[config.mk]
export PLATFORM = sky130hd
export DESIGN_NAME = packed_tensor_index_unit_flat
export DESIGN_NICKNAME = d
export VERILOG_FILES = /design/src/hdl/ptiu_pkg.sv /design/src/hdl/ptiu_req_if.sv /design/src/hdl/ptiu_rsp_if.sv /design/src/hdl/ptiu_canon.sv /design/src/hdl/ptiu_pair.sv /design/src/hdl/ptiu_tri.sv /design/src/hdl/ptiu_sum.sv /design/src/hdl/packed_tensor_index_unit.sv /design/src/flat_wrapper.sv
export SDC_FILE = /design/constraint.sdc
export NUM_CORES = 1
export LEC_CHECK = 0
export BUFFER_PORTS_ARGS = -buffer_cell sky130_fd_sc_hd__buf_2
export CAP_MARGIN = 20
export CORE_UTILIZATION = 55
export DETAILED_ROUTE_END_ITERATION = 16
export PLACE_DENSITY = 0.79
export SETUP_SLACK_MARGIN = 0.2
export SYNTH_ARGS = -nofsm -noshare
export SYNTH_HDL_FRONTEND = slang
export SYNTH_SLANG_ARGS = --single-unit
[constraint.sdc]
create_clock -name clock -period 18.98 [get_ports clock]
set_input_delay 0.949 -clock clock [delete_from_list [all_inputs] [get_ports clock]]
set_output_delay 0.949 -clock clock [all_outputs]
set_load 0.1 [all_outputs]
[src/hdl/ptiu_pkg.sv]
// shared widths, codes and types of the packed tensor index unit
package ptiu_pkg;

   // default largest spatial dimension
   localparam int unsigned MAX_DIM_DEFAULT = 8;

   // fixed field widths
   localparam int unsigned ACTION_W    = 2;
   localparam int unsigned INDEX_W     = 3;
   localparam int unsigned DIMENSION_W = 4;
   localparam int unsigned PACKED_W    = 10;

   // dimension register value after reset
   localparam logic [DIMENSION_W-1:0] DIMENSION_RESET = DIMENSION_W'(3);

   // action codes
   localparam logic [ACTION_W-1:0] ACT_SYM   = ACTION_W'(0);
   localparam logic [ACTION_W-1:0] ACT_ANTI  = ACTION_W'(1);
   localparam logic [ACTION_W-1:0] ACT_ELAST = ACTION_W'(2);

   // result error codes
   typedef enum logic [1:0] {
      ERR_NONE     = 2'd0,
      ERR_DIM_ZERO = 2'd1,
      ERR_RANGE    = 2'd2,
      ERR_ORDER    = 2'd3
   } err_type;

   // per-item control carried down the pipeline
   typedef struct packed {
      err_type err;
      logic    elast;
   } ctl_type;

endpackage

[src/hdl/ptiu_req_if.sv]
// request channel interface: action and four tensor indices
interface ptiu_req_if import ptiu_pkg::*; ();
   logic                valid;
   logic                ready;
   logic [ACTION_W-1:0] action;
   logic [INDEX_W-1:0]  first_index;
   logic [INDEX_W-1:0]  second_index;
   logic [INDEX_W-1:0]  third_index;
   logic [INDEX_W-1:0]  fourth_index;

   modport source (
      output valid, action, first_index, second_index, third_index, fourth_index,
      input  ready
   );
   modport sink (
      input  valid, action, first_index, second_index, third_index, fourth_index,
      output ready
   );
endinterface

[src/hdl/ptiu_rsp_if.sv]
// response channel interface: packed index and error code
interface ptiu_rsp_if import ptiu_pkg::*; ();
   logic                valid;
   logic                ready;
   logic [PACKED_W-1:0] packed_index;
   err_type             error_code;

   modport source (
      output valid, packed_index, error_code,
      input  ready
   );
   modport sink (
      input  valid, packed_index, error_code,
      output ready
   );
endinterface

[src/hdl/ptiu_canon.sv]
// stage 1: error checks, index canonicalization and component count
module ptiu_canon import ptiu_pkg::*; #(
   parameter  int unsigned MAX_DIM = MAX_DIM_DEFAULT,
   localparam int unsigned DIM_W   = $clog2(MAX_DIM + 1),
   localparam int unsigned NC_W    = $clog2(MAX_DIM * (MAX_DIM + 1) / 2 + 1)
) (
   input  logic                   clock,
   input  logic                   reset,
   input  logic                   in_vld,
   output logic                   in_rdy,
   input  logic [ACTION_W-1:0]    action,
   input  logic [INDEX_W-1:0]     idx_i,
   input  logic [INDEX_W-1:0]     idx_j,
   input  logic [INDEX_W-1:0]     idx_k,
   input  logic [INDEX_W-1:0]     idx_l,
   input  logic [DIMENSION_W-1:0] dimension,
   output logic                   out_vld,
   input  logic                   out_rdy,
   output ctl_type                out_ctl,
   output logic [DIM_W-1:0]       out_dim,
   output logic [DIM_W-1:0]       out_n_pair,
   output logic [NC_W-1:0]        out_ncomp,
   output logic [INDEX_W-1:0]     out_r0,
   output logic [INDEX_W-1:0]     out_c0,
   output logic [INDEX_W-1:0]     out_r1,
   output logic [INDEX_W-1:0]     out_c1
);

   localparam int unsigned NCF_W = 2 * DIM_W + 1;

   logic                 vld_ff;
   ctl_type              ctl_ff, ctl_in;
   logic [DIM_W-1:0]     dim_ff, dim_in;
   logic [DIM_W-1:0]     n_pair_ff, n_pair_in;
   logic [NC_W-1:0]      ncomp_ff, ncomp_in;
   logic [INDEX_W-1:0]   r0_ff, r0_in, c0_ff, c0_in, r1_ff, r1_in, c1_ff, c1_in;
   logic                 i_oor, j_oor, k_oor, l_oor;
   logic [INDEX_W-1:0]   lo0, hi0, lo1, hi1;
   logic                 swap;
   logic [DIM_W:0]       dim_p1;
   logic [NCF_W-1:0]     ncomp_full;

   // saturate the dimension register to the supported maximum
   assign dim_in = (32'(dimension) > MAX_DIM) ? DIM_W'(MAX_DIM) : DIM_W'(dimension);

   // index range checks
   assign i_oor = 32'(idx_i) >= 32'(dim_in);
   assign j_oor = 32'(idx_j) >= 32'(dim_in);
   assign k_oor = 32'(idx_k) >= 32'(dim_in);
   assign l_oor = 32'(idx_l) >= 32'(dim_in);

   // error priority: bad action, zero dimension, range, order
   always_comb begin
      ctl_in.elast = (action == ACT_ELAST);
      ctl_in.err   = ERR_NONE;
      if (action != ACT_SYM && action != ACT_ANTI && action != ACT_ELAST) begin
         ctl_in.err = ERR_ORDER;
      end else if (dim_in == '0) begin
         ctl_in.err = ERR_DIM_ZERO;
      end else if (i_oor || j_oor || (action == ACT_ELAST && (k_oor || l_oor))) begin
         ctl_in.err = ERR_RANGE;
      end else if (action == ACT_SYM && idx_j < idx_i) begin
         ctl_in.err = ERR_ORDER;
      end else if (action == ACT_ANTI && idx_j <= idx_i) begin
         ctl_in.err = ERR_ORDER;
      end
   end

   // sort each pair, then order the two pairs
   assign lo0  = (idx_j < idx_i) ? idx_j : idx_i;
   assign hi0  = (idx_j < idx_i) ? idx_i : idx_j;
   assign lo1  = (idx_l < idx_k) ? idx_l : idx_k;
   assign hi1  = (idx_l < idx_k) ? idx_k : idx_l;
   assign swap = (lo1 < lo0) || (lo1 == lo0 && hi1 < hi0);

   // row, column and triangle size per mode
   always_comb begin
      r0_in     = idx_i;
      c0_in     = idx_j;
      r1_in     = '0;
      c1_in     = '0;
      n_pair_in = dim_in;
      unique case (action)
         ACT_ELAST: begin
            r0_in = swap ? lo1 : lo0;
            c0_in = swap ? hi1 : hi0;
            r1_in = swap ? lo0 : lo1;
            c1_in = swap ? hi0 : hi1;
         end
         ACT_ANTI: begin
            c0_in     = idx_j - INDEX_W'(1);
            n_pair_in = dim_in - DIM_W'(1);
         end
         default: begin
            r0_in = idx_i;
         end
      endcase
   end

   // components of a symmetric rank-2 tensor: dim*(dim+1)/2
   assign dim_p1     = {1'b0, dim_in} + (DIM_W + 1)'(1);
   assign ncomp_full = NCF_W'(dim_in) * NCF_W'(dim_p1);
   assign ncomp_in   = NC_W'(ncomp_full >> 1);

   // stage handshake
   assign in_rdy = !vld_ff || out_rdy;

   always_ff @(posedge clock) begin
      if (reset) begin
         vld_ff <= 1'b0;
      end else if (in_rdy) begin
         vld_ff <= in_vld;
      end
      if (in_vld && in_rdy) begin
         ctl_ff    <= ctl_in;
         dim_ff    <= dim_in;
         n_pair_ff <= n_pair_in;
         ncomp_ff  <= ncomp_in;
         r0_ff     <= r0_in;
         c0_ff     <= c0_in;
         r1_ff     <= r1_in;
         c1_ff     <= c1_in;
      end
   end

   assign out_vld    = vld_ff;
   assign out_ctl    = ctl_ff;
   assign out_dim    = dim_ff;
   assign out_n_pair = n_pair_ff;
   assign out_ncomp  = ncomp_ff;
   assign out_r0     = r0_ff;
   assign out_c0     = c0_ff;
   assign out_r1     = r1_ff;
   assign out_c1     = c1_ff;

endmodule

[src/hdl/ptiu_pair.sv]
// stage 2: symmetric packing of each index pair
module ptiu_pair import ptiu_pkg::*; #(
   parameter  int unsigned MAX_DIM = MAX_DIM_DEFAULT,
   localparam int unsigned DIM_W   = $clog2(MAX_DIM + 1),
   localparam int unsigned NC_W    = $clog2(MAX_DIM * (MAX_DIM + 1) / 2 + 1)
) (
   input  logic               clock,
   input  logic               reset,
   input  logic               in_vld,
   output logic               in_rdy,
   input  ctl_type            in_ctl,
   input  logic [DIM_W-1:0]   in_dim,
   input  logic [DIM_W-1:0]   in_n_pair,
   input  logic [NC_W-1:0]    in_ncomp,
   input  logic [INDEX_W-1:0] in_r0,
   input  logic [INDEX_W-1:0] in_c0,
   input  logic [INDEX_W-1:0] in_r1,
   input  logic [INDEX_W-1:0] in_c1,
   output logic               out_vld,
   input  logic               out_rdy,
   output ctl_type            out_ctl,
   output logic [NC_W-1:0]    out_ncomp,
   output logic [NC_W-1:0]    out_pi,
   output logic [NC_W-1:0]    out_pj
);

   localparam int unsigned TW = INDEX_W + DIM_W + 1;
   localparam int unsigned HW = 2 * INDEX_W;

   logic            vld_ff;
   ctl_type         ctl_ff;
   logic [NC_W-1:0] ncomp_ff;
   logic [NC_W-1:0] pi_ff, pi_in, pj_ff, pj_in;

   // upper-triangle position of (r, c), r <= c, in an n x n matrix
   function automatic logic [NC_W-1:0] tri_pos(input logic [INDEX_W-1:0] r,
                                               input logic [INDEX_W-1:0] c,
                                               input logic [DIM_W-1:0]   n);
      logic [INDEX_W-1:0] rm1;
      logic [HW-1:0]      half;
      logic [TW-1:0]      pos;
      rm1  = (r == '0) ? '0 : r - INDEX_W'(1);
      half = (HW'(r) * HW'(rm1)) >> 1;
      pos  = TW'(r) * TW'(n) - TW'(half) + (TW'(c) - TW'(r));
      return NC_W'(pos);
   endfunction

   assign pi_in = tri_pos(in_r0, in_c0, in_n_pair);
   assign pj_in = tri_pos(in_r1, in_c1, in_dim);

   // stage handshake
   assign in_rdy = !vld_ff || out_rdy;

   always_ff @(posedge clock) begin
      if (reset) begin
         vld_ff <= 1'b0;
      end else if (in_rdy) begin
         vld_ff <= in_vld;
      end
      if (in_vld && in_rdy) begin
         ctl_ff   <= in_ctl;
         ncomp_ff <= in_ncomp;
         pi_ff    <= pi_in;
         pj_ff    <= pj_in;
      end
   end

   assign out_vld   = vld_ff;
   assign out_ctl   = ctl_ff;
   assign out_ncomp = ncomp_ff;
   assign out_pi    = pi_ff;
   assign out_pj    = pj_ff;

endmodule

[src/hdl/ptiu_tri.sv]
// stage 3: products of the outer triangle packing
module ptiu_tri import ptiu_pkg::*; #(
   parameter  int unsigned MAX_DIM = MAX_DIM_DEFAULT,
   localparam int unsigned NC_W    = $clog2(MAX_DIM * (MAX_DIM + 1) / 2 + 1),
   localparam int unsigned SUM_W   = 2 * NC_W
) (
   input  logic             clock,
   input  logic             reset,
   input  logic             in_vld,
   output logic             in_rdy,
   input  ctl_type          in_ctl,
   input  logic [NC_W-1:0]  in_ncomp,
   input  logic [NC_W-1:0]  in_pi,
   input  logic [NC_W-1:0]  in_pj,
   output logic             out_vld,
   input  logic             out_rdy,
   output ctl_type          out_ctl,
   output logic [SUM_W-1:0] out_prod,
   output logic [SUM_W-1:0] out_half,
   output logic [NC_W-1:0]  out_diff
);

   logic             vld_ff;
   ctl_type          ctl_ff;
   logic [SUM_W-1:0] prod_ff, prod_in, half_ff, half_in;
   logic [NC_W-1:0]  diff_ff, diff_in;
   logic [NC_W-1:0]  row, col, row_m1;

   // pair modes pass pi through as row 0; elasticity packs (min, max)
   always_comb begin
      row = '0;
      col = in_pi;
      if (in_ctl.elast) begin
         row = (in_pi < in_pj) ? in_pi : in_pj;
         col = (in_pi < in_pj) ? in_pj : in_pi;
      end
   end

   // row*ncomp, row*(row-1)/2 and column offset
   assign row_m1  = (row == '0) ? '0 : row - NC_W'(1);
   assign prod_in = SUM_W'(row) * SUM_W'(in_ncomp);
   assign half_in = (SUM_W'(row) * SUM_W'(row_m1)) >> 1;
   assign diff_in = col - row;

   // stage handshake
   assign in_rdy = !vld_ff || out_rdy;

   always_ff @(posedge clock) begin
      if (reset) begin
         vld_ff <= 1'b0;
      end else if (in_rdy) begin
         vld_ff <= in_vld;
      end
      if (in_vld && in_rdy) begin
         ctl_ff  <= in_ctl;
         prod_ff <= prod_in;
         half_ff <= half_in;
         diff_ff <= diff_in;
      end
   end

   assign out_vld  = vld_ff;
   assign out_ctl  = ctl_ff;
   assign out_prod = prod_ff;
   assign out_half = half_ff;
   assign out_diff = diff_ff;

endmodule

[src/hdl/ptiu_sum.sv]
// stage 4: final sum, error masking and output register
module ptiu_sum import ptiu_pkg::*; #(
   parameter  int unsigned MAX_DIM = MAX_DIM_DEFAULT,
   localparam int unsigned NC_W    = $clog2(MAX_DIM * (MAX_DIM + 1) / 2 + 1),
   localparam int unsigned SUM_W   = 2 * NC_W
) (
   input  logic                clock,
   input  logic                reset,
   input  logic                in_vld,
   output logic                in_rdy,
   input  ctl_type             in_ctl,
   input  logic [SUM_W-1:0]    in_prod,
   input  logic [SUM_W-1:0]    in_half,
   input  logic [NC_W-1:0]     in_diff,
   output logic                out_vld,
   input  logic                out_rdy,
   output logic [PACKED_W-1:0] packed_index,
   output err_type             error_code
);

   logic                      vld_ff;
   logic [PACKED_W-1:0]       packed_ff, packed_in;
   err_type                   err_ff;
   logic [SUM_W-1:0]          sum;
   logic [SUM_W+PACKED_W-1:0] sum_ext;

   // packed position, forced to zero on any error
   assign sum       = in_prod - in_half + SUM_W'(in_diff);
   assign sum_ext   = (in_ctl.err == ERR_NONE) ? {{PACKED_W{1'b0}}, sum} : '0;
   assign packed_in = sum_ext[PACKED_W-1:0];

   // output register handshake
   assign in_rdy = !vld_ff || out_rdy;

   always_ff @(posedge clock) begin
      if (reset) begin
         vld_ff <= 1'b0;
      end else if (in_rdy) begin
         vld_ff <= in_vld;
      end
      if (in_vld && in_rdy) begin
         packed_ff <= packed_in;
         err_ff    <= in_ctl.err;
      end
   end

   assign out_vld      = vld_ff;
   assign packed_index = packed_ff;
   assign error_code   = err_ff;

endmodule

[src/hdl/packed_tensor_index_unit.sv]
// top level of the packed tensor index unit
// Maps a tensor component to its position in packed storage: a symmetric pair to the
// upper triangle with diagonal, an antisymmetric pair to the strict upper triangle, or a
// rank-4 elasticity component (made canonical first) to the upper triangle of the
// pair-index matrix. The dimension register (csr_wr_data, reset value 3, saturated to
// MAX_DIM) is written whenever csr_wr_en is high and should change only while no item is
// in flight. The block takes one request per cycle unless the pipeline is stalled, and
// returns its response through four register stages: canonicalization, pair packing,
// outer products and the final sum; each stage holds its item while the next is stalled,
// so a waiting response does not stop new requests from entering the empty stages.
module packed_tensor_index_unit import ptiu_pkg::*; #(
   parameter int unsigned MAX_DIM = MAX_DIM_DEFAULT
) (
   input  logic                   clock,
   input  logic                   reset,
   ptiu_req_if.sink               req_ch,
   ptiu_rsp_if.source             rsp_ch,
   input  logic                   csr_wr_en,
   input  logic [DIMENSION_W-1:0] csr_wr_data
);

   localparam int unsigned DIM_W = $clog2(MAX_DIM + 1);
   localparam int unsigned NC_W  = $clog2(MAX_DIM * (MAX_DIM + 1) / 2 + 1);
   localparam int unsigned SUM_W = 2 * NC_W;

   logic [DIMENSION_W-1:0] dimension_ff;

   logic                   s1_vld, s1_rdy;
   ctl_type                s1_ctl;
   logic [DIM_W-1:0]       s1_dim, s1_n_pair;
   logic [NC_W-1:0]        s1_ncomp;
   logic [INDEX_W-1:0]     s1_r0, s1_c0, s1_r1, s1_c1;

   logic                   s2_vld, s2_rdy;
   ctl_type                s2_ctl;
   logic [NC_W-1:0]        s2_ncomp, s2_pi, s2_pj;

   logic                   s3_vld, s3_rdy;
   ctl_type                s3_ctl;
   logic [SUM_W-1:0]       s3_prod, s3_half;
   logic [NC_W-1:0]        s3_diff;

   logic                   s4_rdy;

   // dimension register
   always_ff @(posedge clock) begin
      if (reset) begin
         dimension_ff <= DIMENSION_RESET;
      end else if (csr_wr_en) begin
         dimension_ff <= csr_wr_data;
      end
   end

   // stage 1: checks and canonical order
   ptiu_canon #(.MAX_DIM(MAX_DIM)) u_canon (
      .clock      (clock),
      .reset      (reset),
      .in_vld     (req_ch.valid),
      .in_rdy     (req_ch.ready),
      .action     (req_ch.action),
      .idx_i      (req_ch.first_index),
      .idx_j      (req_ch.second_index),
      .idx_k      (req_ch.third_index),
      .idx_l      (req_ch.fourth_index),
      .dimension  (dimension_ff),
      .out_vld    (s1_vld),
      .out_rdy    (s1_rdy),
      .out_ctl    (s1_ctl),
      .out_dim    (s1_dim),
      .out_n_pair (s1_n_pair),
      .out_ncomp  (s1_ncomp),
      .out_r0     (s1_r0),
      .out_c0     (s1_c0),
      .out_r1     (s1_r1),
      .out_c1     (s1_c1)
   );

   // stage 2: pair packing
   ptiu_pair #(.MAX_DIM(MAX_DIM)) u_pair (
      .clock     (clock),
      .reset     (reset),
      .in_vld    (s1_vld),
      .in_rdy    (s1_rdy),
      .in_ctl    (s1_ctl),
      .in_dim    (s1_dim),
      .in_n_pair (s1_n_pair),
      .in_ncomp  (s1_ncomp),
      .in_r0     (s1_r0),
      .in_c0     (s1_c0),
      .in_r1     (s1_r1),
      .in_c1     (s1_c1),
      .out_vld   (s2_vld),
      .out_rdy   (s2_rdy),
      .out_ctl   (s2_ctl),
      .out_ncomp (s2_ncomp),
      .out_pi    (s2_pi),
      .out_pj    (s2_pj)
   );

   // stage 3: outer triangle products
   ptiu_tri #(.MAX_DIM(MAX_DIM)) u_tri (
      .clock    (clock),
      .reset    (reset),
      .in_vld   (s2_vld),
      .in_rdy   (s2_rdy),
      .in_ctl   (s2_ctl),
      .in_ncomp (s2_ncomp),
      .in_pi    (s2_pi),
      .in_pj    (s2_pj),
      .out_vld  (s3_vld),
      .out_rdy  (s3_rdy),
      .out_ctl  (s3_ctl),
      .out_prod (s3_prod),
      .out_half (s3_half),
      .out_diff (s3_diff)
   );

   // stage 4: sum and response register
   ptiu_sum #(.MAX_DIM(MAX_DIM)) u_sum (
      .clock        (clock),
      .reset        (reset),
      .in_vld       (s3_vld),
      .in_rdy       (s3_rdy),
      .in_ctl       (s3_ctl),
      .in_prod      (s3_prod),
      .in_half      (s3_half),
      .in_diff      (s3_diff),
      .out_vld      (rsp_ch.valid),
      .out_rdy      (s4_rdy),
      .packed_index (rsp_ch.packed_index),
      .error_code   (rsp_ch.error_code)
   );

   assign s4_rdy = rsp_ch.ready;

endmodule
[src/flat_wrapper.sv]
// flat-port wrapper written by rule: the top's interface ports become plain ports
module packed_tensor_index_unit_flat import ptiu_pkg::*;
#(
   parameter int unsigned MAX_DIM = MAX_DIM_DEFAULT
)
  (clock, reset, csr_wr_en, csr_wr_data, req_ch_valid, req_ch_action, req_ch_first_index, req_ch_second_index, req_ch_third_index, req_ch_fourth_index, req_ch_ready, rsp_ch_valid, rsp_ch_packed_index, rsp_ch_error_code, rsp_ch_ready);
  ptiu_req_if req_ch_i ();
  ptiu_rsp_if rsp_ch_i ();
  input  logic clock;
  input  logic reset;
  input  logic csr_wr_en;
  input  logic [DIMENSION_W-1:0] csr_wr_data;
  input wire logic [$bits(req_ch_i.valid)-1:0] req_ch_valid;
  input wire logic [$bits(req_ch_i.action)-1:0] req_ch_action;
  input wire logic [$bits(req_ch_i.first_index)-1:0] req_ch_first_index;
  input wire logic [$bits(req_ch_i.second_index)-1:0] req_ch_second_index;
  input wire logic [$bits(req_ch_i.third_index)-1:0] req_ch_third_index;
  input wire logic [$bits(req_ch_i.fourth_index)-1:0] req_ch_fourth_index;
  output wire logic [$bits(req_ch_i.ready)-1:0] req_ch_ready;
  output wire logic [$bits(rsp_ch_i.valid)-1:0] rsp_ch_valid;
  output wire logic [$bits(rsp_ch_i.packed_index)-1:0] rsp_ch_packed_index;
  output wire logic [$bits(rsp_ch_i.error_code)-1:0] rsp_ch_error_code;
  input wire logic [$bits(rsp_ch_i.ready)-1:0] rsp_ch_ready;
  assign req_ch_i.valid = req_ch_valid;
  assign req_ch_i.action = req_ch_action;
  assign req_ch_i.first_index = req_ch_first_index;
  assign req_ch_i.second_index = req_ch_second_index;
  assign req_ch_i.third_index = req_ch_third_index;
  assign req_ch_i.fourth_index = req_ch_fourth_index;
  assign req_ch_ready = req_ch_i.ready;
  assign rsp_ch_valid = rsp_ch_i.valid;
  assign rsp_ch_packed_index = rsp_ch_i.packed_index;
  assign rsp_ch_error_code = rsp_ch_i.error_code;
  assign rsp_ch_i.ready = rsp_ch_ready;
  packed_tensor_index_unit #(.MAX_DIM(MAX_DIM)) u_core (.clock(clock), .reset(reset), .req_ch(req_ch_i), .rsp_ch(rsp_ch_i), .csr_wr_en(csr_wr_en), .csr_wr_data(csr_wr_data));
endmodule
==> run_results.csv <==
group,metric,value,unit
yosys,dominantRegCellSynth,"sky130_fd_sc_hd__edfxtp_1",
floorplanning,die_area,18000,sq um
timing,max_slew_margin,0.286,
yosys,syn_avg_cell_area,10.1,sq um
power_and_ir_drop,max_rail_drop_vdd,118,uV
cts,worst_skew_pair.late_latency,0.35,ns
run,max_cap_viol_count,0,
timing,period_needed,6.64,ns
place,hpwlAfterDp,14.9,mm
grt,grtUsageTotal,0.219,
timing,tns,0,ns
floorplanning,core_area,16800,sq um
drt,routed_wirelength,18.3,mm
drt,detail_route.iter0.violations,363,
power_and_ir_drop,power_density_normalized_to_cell_area,174,nW/um^2
cells_and_area,layout.cells.non_filler,1215,
timing,final_max_slew_viol_count,0,
cts,cts_buffers,9,
worst_hold_path,timing.hold.worst.class,"reg -> reg",
yosys,synth_top_cell_area_share,0.282,
timing,finalHoldViolCount,0,
timing,finalClockSkew,0.0142,ns
cells_and_area,mostFrequentLayoutCell,"sky130_fd_sc_hd__inv_1",
drt,route.vias.total,6559,
yosys,synth_cell_type_count,68,
setup_path,critical_path.endpoint_type,"flop",
grt,grt_max_degree,30,
yosys,synthesis.nets,1185,
timing,max_clock_freq,151,MHz
yosys,synthCells,953,
cells_and_area,num_antenna_cells,0,
timing,whs,0.420,ns
place,gp_congestion,0.879,
yosys,synth-warning-count,0,
timing,finalCritPeriodShare,0.350,
place,cell_count_post_placement,1197,
yosys,synth_enable_flop_cells,90,
yosys,synth_seq_area_share,0.299,
cells_and_area,share_of_layout_cells_above_drive_strength_1,0.0814,
floorplanning,placement_rows,47,
yosys,yosysTopAreaCell,"sky130_fd_sc_hd__edfxtp_1",
setup_path,timing.critical_path.arrival,6.73,ns
cts,cts_resized,0,
setup_path,cp-start-kind,"flop",
cts,post-cts-setup-buffer-count,0,
drt,post-route-drc-count,0,
setup_path,worst-setup-path-type,"reg -> reg",
place,portBuffers,36,
floorplanning,top_level_ports,37,
status,run_status,"complete, no violations",
timing,setup_viol_count_final,0,
cts,cts.clk_slew.worst_paths,0.07,ns
drt,drtAntennaViolNets,0,
power_and_ir_drop,fin_total_pwr,0.00180,W
yosys,mappedNetlistArea,9590,sq um
timing,grt_setup_unrepaired,"false",
power_and_ir_drop,p_leak,5.03,nW
cts,ctsLongestPathBuffers,2,
yosys,ys_seq_elements,98,
drt,drt_first_pass_iters,5,
setup_path,required_time_worst_endpoint,19.07,ns
timing,worst_pin_slew,1.06,ns
setup_path,cp_max_fo,16,
drt,wl_per_cell,15.1,microns
grt,globalRoute.totalOverflow,0,
yosys,post_synth_arst_share,0,
grt,global_route_wire_length_before_repair,31.1,mm
cts,cts_hold_buf,0,
cells_and_area,area_added_between_synthesis_and_finish,7.79,%
grt,first_global_vias,6770,
cts,htree_num_levels,3,
grt,grt_antenna_before_repair,0,
cts,cts_root_buf,"sky130_fd_sc_hd__clkbuf_16",
cts,tritoncts,"yes",
cells_and_area,final_net_count,1222,
cts,cts.sinks,98,
drt,avgViaCountPerCell,5.40,
floorplanning,initial_core_util,0.570,
floorplanning,fp.dieW,134,microns
cells_and_area,final_cell_mix,"sky130_fd_sc_hd__inv_1 (182), sky130_fd_sc_hd__ha_1 (137), sky130_fd_sc_hd__edfxtp_1 (90)",
floorplanning,fp.dieH,134,microns
yosys,synth_area_leaders,"sky130_fd_sc_hd__edfxtp_1 (28%), sky130_fd_sc_hd__ha_1 (18%), sky130_fd_sc_hd__fa_1 (15%), sky130_fd_sc_hd__inv_1 (7.1%), sky130_fd_sc_hd__xnor2_1 (3.6%)",
## layout make-up
class	instances	area (sq um)
fill	1408	6480
multi-input combinational	658	5970
sequential	98	2860
inverter	183	687
tap	220	275
clock buffer	11	233
timing repair buffer	40	218
clock inverter	5	86.3
## worst paths after layout
kind | from | to | slack (ns) | depth (start not counted)
setup / recovery | u_core.u_pair.out_pj[2] | u_core.u_tri.out_half[9] | 12.34 | 24
hold / removal | u_core.u_canon.out_ctl[2] | u_core.u_pair.out_ctl[2] | 0.42 | 0
setup reg to reg | u_core.u_pair.out_pj[2] | u_core.u_tri.out_half[9] | 12.34 | 24
hold reg to reg | u_core.u_canon.out_ctl[2] | u_core.u_pair.out_ctl[2] | 0.42 | 0
## cells in the mapped netlist (all sizes together), types with 6 or more instances
master	n
a211oi	6
a21o	23
a21oi	42
and2	28
clkbuf	10
dfxtp	8
edfxtp	90
fa	72
ha	137
inv	183
mux2i	12
nand2	65
nand2b	18
nand3	11
nor2	65
nor2b	13
nor3	10
o211ai	9
o21ai	26
o21bai	8
or2	6
xnor2	39
xor2	13
## through the flow
stage          setup WS [ns]  instance area, sq um  utilization
6_report               12.34                 10300        0.615
3_3_place_gp           12.56                  9990        0.594
4_1_cts                12.37                 10300        0.613
5_1_grt                11.87                 10300        0.615
2_1_floorplan          12.97                  9590            -
3_5_place_dp           12.39                  9990        0.594
## cell families (layout without fill, tap and decap cells)
| logic type | after synthesis | count (layout) | synth area share |
|---|---|---|---|
| simple gates | 229 | 229 | 0.116 |
| fa+ha+maj | 209 | 209 | 0.329 |
| buf+inv | 197 | 239 | 0.0795 |
| compound gates | 149 | 149 | 0.107 |
| flops | 98 | 98 | 0.299 |
| xor+xnor | 53 | 53 | 0.0498 |
| mux | 16 | 16 | 0.0193 |
| other cells | 2 | 2 | 0.000783 |
## layer usage
metal  global-route usage  routed length [microns]  vias up  part of all wire
met1                0.257                     7670     3183              0.42
met5                    0                        0        -                 0
met4               0.0943                      518        0             0.028
met2                0.405                     9630      117              0.53
li1                     -                        -     3231                 -
met3               0.0234                      484       28             0.026
## registers in the layout (all words and copies together), names as in the netlist, 6 cells and up
name / count
u_core.u_canon.out_ncomp: 6
u_core.u_tri.out_diff: 6
u_core.u_sum.packed_index: 10
u_core.u_pair.out_ncomp: 6
u_core.u_tri.out_prod: 10
u_core.u_pair.out_pi: 6
u_core.u_pair.out_pj: 6
u_core.u_tri.out_half: 10
## where the power goes
part / switching, W / total (W) / internal, W
Sequential: 0.0000311 / 0.000374 / 0.000342
Clock: 0.0000803 / 0.000197 / 0.000117
Combinational: 0.000708 / 0.00123 / 0.000523
## worst max-delay path, stage by stage, from the launching register on
cell	delay, ns
sky130_fd_sc_hd__edfxtp_1	0.42
sky130_fd_sc_hd__inv_1	0.08
sky130_fd_sc_hd__ha_1	0.35
sky130_fd_sc_hd__a21o_1	0.22
sky130_fd_sc_hd__a31oi_4	0.22
sky130_fd_sc_hd__o21a_1	0.46
sky130_fd_sc_hd__mux2i_1	0.17
sky130_fd_sc_hd__nor2_2	0.48
sky130_fd_sc_hd__inv_1	0.16
sky130_fd_sc_hd__ha_1	0.25
sky130_fd_sc_hd__inv_1	0.06
sky130_fd_sc_hd__a211o_1	0.16
sky130_fd_sc_hd__o211a_1	0.21
sky130_fd_sc_hd__o21ai_1	0.11
sky130_fd_sc_hd__fa_1	0.51
sky130_fd_sc_hd__fa_1	0.52
sky130_fd_sc_hd__fa_1	0.54
sky130_fd_sc_hd__inv_1	0.04
sky130_fd_sc_hd__ha_1	0.33
sky130_fd_sc_hd__nand2_1	0.09
sky130_fd_sc_hd__o21ai_0	0.12
sky130_fd_sc_hd__or4_1	0.43
sky130_fd_sc_hd__a31oi_1	0.22
sky130_fd_sc_hd__xnor2_1	0.16
sky130_fd_sc_hd__xnor2_1	0.08
(Power assumes the default switching activity.)
